$ cat src/rtl/free_list_allocator_macros.svh
//------------------------------------------------------------------------------
// Free list allocator assertion macros
// Shared property wrappers, clocked on clk_i and disabled while rst_ni is low.
//------------------------------------------------------------------------------
`ifndef FREE_LIST_ALLOCATOR_MACROS_SVH
`define FREE_LIST_ALLOCATOR_MACROS_SVH

// Check the consequent in the same cycle as the antecedent
`define FLA_ASSERT_SAME(lbl, ante, cons) \
  lbl: assert property (@(posedge clk_i) disable iff (!rst_ni) (ante) |-> (cons)) \
    else $error("free_list_allocator: property violated");

// Check the consequent in the cycle after the antecedent
`define FLA_ASSERT_NEXT(lbl, ante, cons) \
  lbl: assert property (@(posedge clk_i) disable iff (!rst_ni) (ante) |=> (cons)) \
    else $error("free_list_allocator: property violated");

`endif

$ cat src/rtl/fla_pkg.sv
//------------------------------------------------------------------------------
// Free list allocator package
// Sizes, codes, request and result types, and controller/datapath links.
//------------------------------------------------------------------------------
package fla_pkg;

  // Table sizes and allocation granularity
  localparam int unsigned MAX_FREE     = 16;
  localparam int unsigned MAX_ALLOCS   = 16;
  localparam int unsigned HEADER_BYTES = 16;
  localparam int unsigned NODE_BYTES   = 16;
  // Must be a power of two
  localparam int unsigned MIN_ALIGN    = 8;

  // Field widths
  localparam int unsigned DATA_W    = 32;
  localparam int unsigned ALIGN_W   = 17;
  localparam int unsigned OP_W      = 2;
  localparam int unsigned STAT_W    = 3;
  localparam int unsigned CFG_IDX_W = 2;

  // Derived widths
  localparam int unsigned IDX_W    = $clog2(MAX_FREE);
  localparam int unsigned CNT_W    = $clog2(MAX_FREE + 1);
  localparam int unsigned HIDX_W   = (MAX_ALLOCS > 1) ? $clog2(MAX_ALLOCS) : 1;
  localparam int unsigned HCNT_W   = $clog2(MAX_ALLOCS + 1);
  localparam int unsigned PAD_W    = ALIGN_W + 1;
  localparam int unsigned REQ_W    = DATA_W + 1;
  localparam int unsigned DCNT_W   = $clog2(DATA_W);
  localparam int unsigned MINPAD_W = $clog2(HEADER_BYTES + 2 * MIN_ALIGN + 1);

  // Register reset values
  localparam logic [DATA_W-1:0] ARENA_BASE_RST = 32'd0;
  localparam logic [DATA_W-1:0] ARENA_SIZE_RST = 32'd65536;
  localparam logic              FIT_FIRST      = 1'b0;

  typedef enum logic [OP_W-1:0] {
    OP_ALLOC   = 2'd0,
    OP_FREE    = 2'd1,
    OP_REBUILD = 2'd2,
    OP_NONE    = 2'd3
  } fla_op_e;

  typedef enum logic [STAT_W-1:0] {
    STAT_OK      = 3'd0,
    STAT_ZERO    = 3'd1,
    STAT_NOFIT   = 3'd2,
    STAT_FULL    = 3'd3,
    STAT_UNKNOWN = 3'd4
  } fla_status_e;

  typedef enum logic [CFG_IDX_W-1:0] {
    CFG_ARENA_BASE = 2'd0,
    CFG_ARENA_SIZE = 2'd1,
    CFG_FIT_POLICY = 2'd2
  } fla_cfg_e;

  typedef enum logic [3:0] {
    S_IDLE,
    S_DECODE,
    S_SCAN,
    S_DIV,
    S_PAD,
    S_RAISE,
    S_CHECK,
    S_ALLOC_END,
    S_LOOKUP,
    S_FSCAN,
    S_DECIDE,
    S_FUPDATE,
    S_FINISH
  } fla_state_e;

  typedef struct packed {
    logic [OP_W-1:0]    op;
    logic [DATA_W-1:0]  req_size;
    logic [ALIGN_W-1:0] align;
    logic [DATA_W-1:0]  free_addr;
  } fla_req_t;

  typedef struct packed {
    logic [DATA_W-1:0] data_addr;
    logic [STAT_W-1:0] status;
    logic [DATA_W-1:0] used_bytes;
    logic [DATA_W-1:0] peak_bytes;
  } fla_rsp_t;

  // Controller to datapath
  typedef struct packed {
    logic        load;
    logic        rebuild;
    logic        status_we;
    fla_status_e status;
    logic        scan_init;
    logic        div_start;
    logic        div_step;
    logic        pad_init;
    logic        pad_raise;
    logic        check;
    logic        commit;
    logic        lk_init;
    logic        lk_step;
    logic        lk_capture;
    logic        fs_step;
    logic        decide;
    logic        free_update;
    logic        out_load;
  } fla_cmd_t;

  // Datapath to controller
  typedef struct packed {
    fla_op_e op;
    logic    size_zero;
    logic    addr_zero;
    logic    scan_done;
    logic    div_last;
    logic    pad_ok;
    logic    fit;
    logic    first_fit;
    logic    found;
    logic    hdr_full;
    logic    lk_end;
    logic    lk_hit;
    logic    fs_stop;
    logic    free_full;
    logic    out_free;
  } fla_stat_t;

  // Header padding at minimum alignment for the address that follows a split
  function automatic logic [MINPAD_W-1:0] pad_min(input logic [REQ_W-1:0] addr);
    logic [MINPAD_W-1:0] p;
    p = MINPAD_W'(MIN_ALIGN) - MINPAD_W'(addr % MIN_ALIGN);
    for (int k = 0; k <= HEADER_BYTES / MIN_ALIGN; k++) begin
      if (p < MINPAD_W'(HEADER_BYTES)) begin
        p = p + MINPAD_W'(MIN_ALIGN);
      end
    end
    return p;
  endfunction

endpackage

$ cat src/rtl/fla_ctrl.sv
//------------------------------------------------------------------------------
// Free list allocator controller
// Sequences search, division, split, lookup and merge steps of one request.
//------------------------------------------------------------------------------
module fla_ctrl import fla_pkg::*; (
  input  logic      clk_i,
  input  logic      rst_ni,
  input  logic      in_valid_i,
  output logic      in_stall_o,
  input  fla_stat_t st_i,
  output fla_cmd_t  cmd_o
);

  fla_state_e state_q, state_d;

  // Hold the state
  always_ff @(posedge clk_i or negedge rst_ni) begin
    if (!rst_ni) begin
      state_q <= S_IDLE;
    end else begin
      state_q <= state_d;
    end
  end

  assign in_stall_o = (state_q != S_IDLE);

  // Advance through the request and issue datapath commands
  always_comb begin
    state_d = state_q;
    cmd_o = '0;
    cmd_o.status = STAT_OK;
    case (state_q)
      S_IDLE: begin
        if (in_valid_i) begin
          cmd_o.load = 1'b1;
          state_d = S_DECODE;
        end
      end
      S_DECODE: begin
        case (st_i.op)
          OP_ALLOC: begin
            if (st_i.size_zero) begin
              cmd_o.status_we = 1'b1;
              cmd_o.status = STAT_ZERO;
              state_d = S_FINISH;
            end else begin
              cmd_o.scan_init = 1'b1;
              state_d = S_SCAN;
            end
          end
          OP_FREE: begin
            if (st_i.addr_zero) begin
              state_d = S_FINISH;
            end else begin
              cmd_o.lk_init = 1'b1;
              state_d = S_LOOKUP;
            end
          end
          OP_REBUILD: begin
            cmd_o.rebuild = 1'b1;
            state_d = S_FINISH;
          end
          default: begin
            state_d = S_FINISH;
          end
        endcase
      end
      S_SCAN: begin
        if (st_i.scan_done) begin
          state_d = S_ALLOC_END;
        end else begin
          cmd_o.div_start = 1'b1;
          state_d = S_DIV;
        end
      end
      S_DIV: begin
        cmd_o.div_step = 1'b1;
        if (st_i.div_last) begin
          state_d = S_PAD;
        end
      end
      S_PAD: begin
        cmd_o.pad_init = 1'b1;
        state_d = S_RAISE;
      end
      S_RAISE: begin
        if (st_i.pad_ok) begin
          state_d = S_CHECK;
        end else begin
          cmd_o.pad_raise = 1'b1;
        end
      end
      S_CHECK: begin
        cmd_o.check = 1'b1;
        if (st_i.fit && st_i.first_fit) begin
          state_d = S_ALLOC_END;
        end else begin
          state_d = S_SCAN;
        end
      end
      S_ALLOC_END: begin
        if (!st_i.found) begin
          cmd_o.status_we = 1'b1;
          cmd_o.status = STAT_NOFIT;
        end else if (st_i.hdr_full) begin
          cmd_o.status_we = 1'b1;
          cmd_o.status = STAT_FULL;
        end else begin
          cmd_o.commit = 1'b1;
        end
        state_d = S_FINISH;
      end
      S_LOOKUP: begin
        if (st_i.lk_end) begin
          cmd_o.status_we = 1'b1;
          cmd_o.status = STAT_UNKNOWN;
          state_d = S_FINISH;
        end else if (st_i.lk_hit) begin
          cmd_o.lk_capture = 1'b1;
          state_d = S_FSCAN;
        end else begin
          cmd_o.lk_step = 1'b1;
        end
      end
      S_FSCAN: begin
        cmd_o.fs_step = 1'b1;
        if (st_i.fs_stop) begin
          state_d = S_DECIDE;
        end
      end
      S_DECIDE: begin
        cmd_o.decide = 1'b1;
        state_d = S_FUPDATE;
      end
      S_FUPDATE: begin
        if (st_i.free_full) begin
          cmd_o.status_we = 1'b1;
          cmd_o.status = STAT_FULL;
        end else begin
          cmd_o.free_update = 1'b1;
        end
        state_d = S_FINISH;
      end
      S_FINISH: begin
        if (st_i.out_free) begin
          cmd_o.out_load = 1'b1;
          state_d = S_IDLE;
        end
      end
      default: begin
        state_d = S_IDLE;
      end
    endcase
  end

endmodule

$ cat config.mk
export PLATFORM = sky130hd
export DESIGN_NAME = fla_ctrl
export DESIGN_NICKNAME = d
export VERILOG_FILES = /design/src/rtl/free_list_allocator_macros.svh /design/src/rtl/fla_pkg.sv /design/src/rtl/fla_ctrl.sv
export SDC_FILE = /design/constraint.sdc
export NUM_CORES = 1
export LEC_CHECK = 0
export ABC_AREA = 0
export BUFFER_PORTS_ARGS = -buffer_cell sky130_fd_sc_hd__buf_4
export CAP_MARGIN = 5
export CORE_MARGIN = 4
export CORE_UTILIZATION = 35
export CTS_CLUSTER_DIAMETER = 120
export DETAILED_ROUTE_END_ITERATION = 10
export PLACE_DENSITY = 0.71
export SLEW_MARGIN = 30
export SYNTH_ARGS = -nofsm -noshare
export SYNTH_HDL_FRONTEND = slang
export SYNTH_SLANG_ARGS = --single-unit
$ cat constraint.sdc
create_clock -name clk_i -period 1.9 [get_ports clk_i]
set_clock_uncertainty 0.05 [all_clocks]
set_input_delay 0.38 -clock clk_i [delete_from_list [all_inputs] [get_ports clk_i]]
set_output_delay 0.38 -clock clk_i [all_outputs]
set_load 0.02 [all_outputs]
==> impl_metrics.ini <==
[synthesis]
avgSynthCellArea_um2 = 7.30
synth_fp_nets = 102
yosysSeqAreaShare_pct = 16.5
synth_area_um2 = 606
ys_ff_latch = 4
yosysWarnings = 0
synth_fa_ha_area_share_pct = 0
synth_compound_area_share_pct = 20.7
netlist_instances = 83
synth_top_area_cell = dfrtp_1
synthSimpleGateAreaFrac_pct = 54.3
synth-edff-count = 0
synth_top_area_share_pct = 16.5
synth_xor_xnor_area_share_pct = 0
synth_top_family_by_area = simple AND/OR/NAND/NOR gates
async_flop_share_pct = 100
synth.distinct_cells = 38
synth-main-ff-cell = dfrtp_1
synth_area_leaders = dfrtp_1, nor2_1, nand2b_1, nor3_1, nor3b_1
muxShareOfSynthArea_pct = 2.48

[sta]
rsz0062_at_grt = yes
period_minus_slack_ns = 2.14
worst_slew_pin_slew_ns = 0.356
setup_viol = 13
slew_viol_final = 0
slew_headroom_pct = 76.0
hold_viol = 0
setup_slack_ns = -0.237
clock.fmax_mhz = 468
whs_ns = 0.400
fin_crit_sh_pct = 112

[worst_hold_path]
hold_class = input port to asynchronous set/reset pin

[power_and_ir_drop]
switching_power_mw = 0.859
ir_drop_mv = 0.784
clkPwrFrac_pct = 6.5
switching_share_pct = 48.0
internal_power_mw = 0.929
power_frac_comb_pct = 83.7
power_density_nw_per_um2 = 1380
p_leak_nw = 0.573
pwr-share-seq_pct = 9.8

[grt]
antenna_found_initial = 0
grt_pass1_vias = 976
grt_pass1_wl_um = 4350
grt_start_max_net_pins = 9
grt.total_usage_pct = 22.6
gr-total-overflow = 0

[setup_path]
required_ns = 1.47
critPathMaxFanout = 4
setup.worst_path.class = register to output port
crit_chain = or4b_4 -> nor3_4 -> a22oi_2 -> nand3b_1 -> buf_6
cp-start-kind = register
slowest_stage = or4b_4
worstPathArrival_ns = 1.71
worst_path_largest_cell_delay_ns = 0.55
endpoint_kind = output port

[run_status]
outcome = finished, violations left
violations = negative setup slack

[floorplan]
core_um2 = 1580
initial_utilization_pct = 38.4
dieArea_um2 = 2460
ioPinCount = 40
fp-row-count = 14
die_w_um = 49.6
die_height_um = 49.6

[clocking]
cts_buffers = 3
insertion_delay_ns = 0.25
cts_root_buf = clkbuf_4
cts_max_level = 1
path_clk_slew_ns = 0.04
clockBufferDepth = 2
tritoncts = built
clkSinkCount = 4

[routing]
wl_per_cell_um = 18.1
vias = 946
dr.pass1.iters = 4
ant_nets = 0
wirelength_um = 2850
drt-vias-per-instance = 6.03
drcViolationCount = 0
drtIter0Drc = 25

[layout]
layout_commonest_cell = buf_4
n_fill_cell = 94
regMostFlops = state_q
reg_top3 = state_q (4)
final_cells = 157
layout_common_cells = buf_4, buf_6, nand2_1, nor2_1
final_nets = 162
largest_reg_flops = 4
layout-drive-gt1-share_pct = 69.5
diodes = 0
area_growth_pct = 114

[place]
hpwl_um = 1820
port-buffer-count = 39
dp.cells = 146
gp_congestion = 0.806

[run]
cap_violations = 0
-- through the flow --
step	setup TNS [ns]	utilization, %	worst slack (ns)	cell area [um2]	power, mW
global route	-2.45	82.3	-0.296	1300	1.88
finish	-1.61	82.3	-0.237	1300	1.79
global placement	0	64.6	0.0206	1020	1.25
CTS	-1.47	77.2	-0.200	1220	1.64
floorplan	-0.00785	-	-0.00785	637	0.841
detailed placement	-0.0227	64.6	-0.0161	1020	1.28
-- cells by family (layout without fill, tap and decap cells) --
logic type,count (synthesis),in the layout
multiplexers,1,1
AO/OA/AOI/OAI,18,18
AND/OR/NAND/NOR,53,53
flip-flops,4,4
buffers and inverters,7,65
-- routing by layer --
layer / global-route usage, % / part of all wire (%) / vias up
met4: 10.6 / 3.3 / 0
met5: 0 / 0 / -
met3: 3.31 / 8.3 / 14
met1: 25.6 / 37 / 433
li1: - / - / 428
met2: 41.0 / 51 / 71
-- power by group through the flow --
| stage | combinational, mW | sequential, mW | clock, mW |
|---|---|---|---|
| after floorplan | 0.672 | 0.170 | 0 |
| after detailed placement | 1.10 | 0.174 | 0 |
| after CTS | 1.35 | 0.170 | 0.113 |
| final | 1.50 | 0.176 | 0.116 |
| after global routing | 1.58 | 0.180 | 0.121 |
| after global placement | 1.08 | 0.172 | 0 |
-- worst paths after layout --
check	start	to	slack, ns	cells after the start
min reg2reg	state_q[3]$_DFFE_PN0P_	state_q[1]$_DFFE_PN0P_	0.70	3
min in group clk_i	st_i[10]	state_q[1]$_DFFE_PN0P_	0.46	3
max reg2reg	state_q[0]$_DFFE_PN0P_	state_q[0]$_DFFE_PN0P_	-0.05	6
max	state_q[1]$_DFFE_PN0P_	cmd_o[17]	-0.24	5
max in group asynchronous	rst_ni	state_q[3]$_DFFE_PN0P_	1.29	2
min	rst_ni	state_q[0]$_DFFE_PN0P_	0.40	2
-- critical path: cells and delay by family, from the launching register on --
kind,cells,cell delay (ns)
simple gates,3,0.80
flops,1,0.40
buf+inv,1,0.13
compound gates,1,0.11
-- cells in the mapped netlist, drive strengths merged (2+ instances only) --
library cell	count
nor2	11
nor3	8
nand2	6
nand2b	6
dfrtp	4
nor2b	4
nor3b	4
a21oi	3
buf	3
nand3b	3
o21ai	3
or4b	3
clkbuf	2
inv	2
nor4	2
o21a	2
-- cell type report --
| cell class | instances | area (um2) | share of cell area [%] |
|---|---|---|---|
| Multi-Input combinational cell | 72 | 653 | 50.3 |
| Timing Repair Buffer | 60 | 494 | 38.1 |
| Sequential cell | 4 | 100 | 7.71 |
| Inverter | 2 | 7.51 | 0.579 |
| Tap cell | 16 | 20.0 | 1.54 |
| Clock buffer | 3 | 22.5 | 1.74 |
-- repair_timing --
| item | 4_1_cts | 5_1_grt |
|---|---|---|
| hold endpoints to repair | 4 | 0 |
| endpoints found under the setup margin | 13 | 22 |
| gates cloned | 0 | 0 |
| pin swaps | 8 | 5 |
| buffers inserted | 7 | 3 |
| gates resized for setup | 22 | 22 |
| hold buffers | 1 | 0 |
Power figures use the tool's default switching activity.
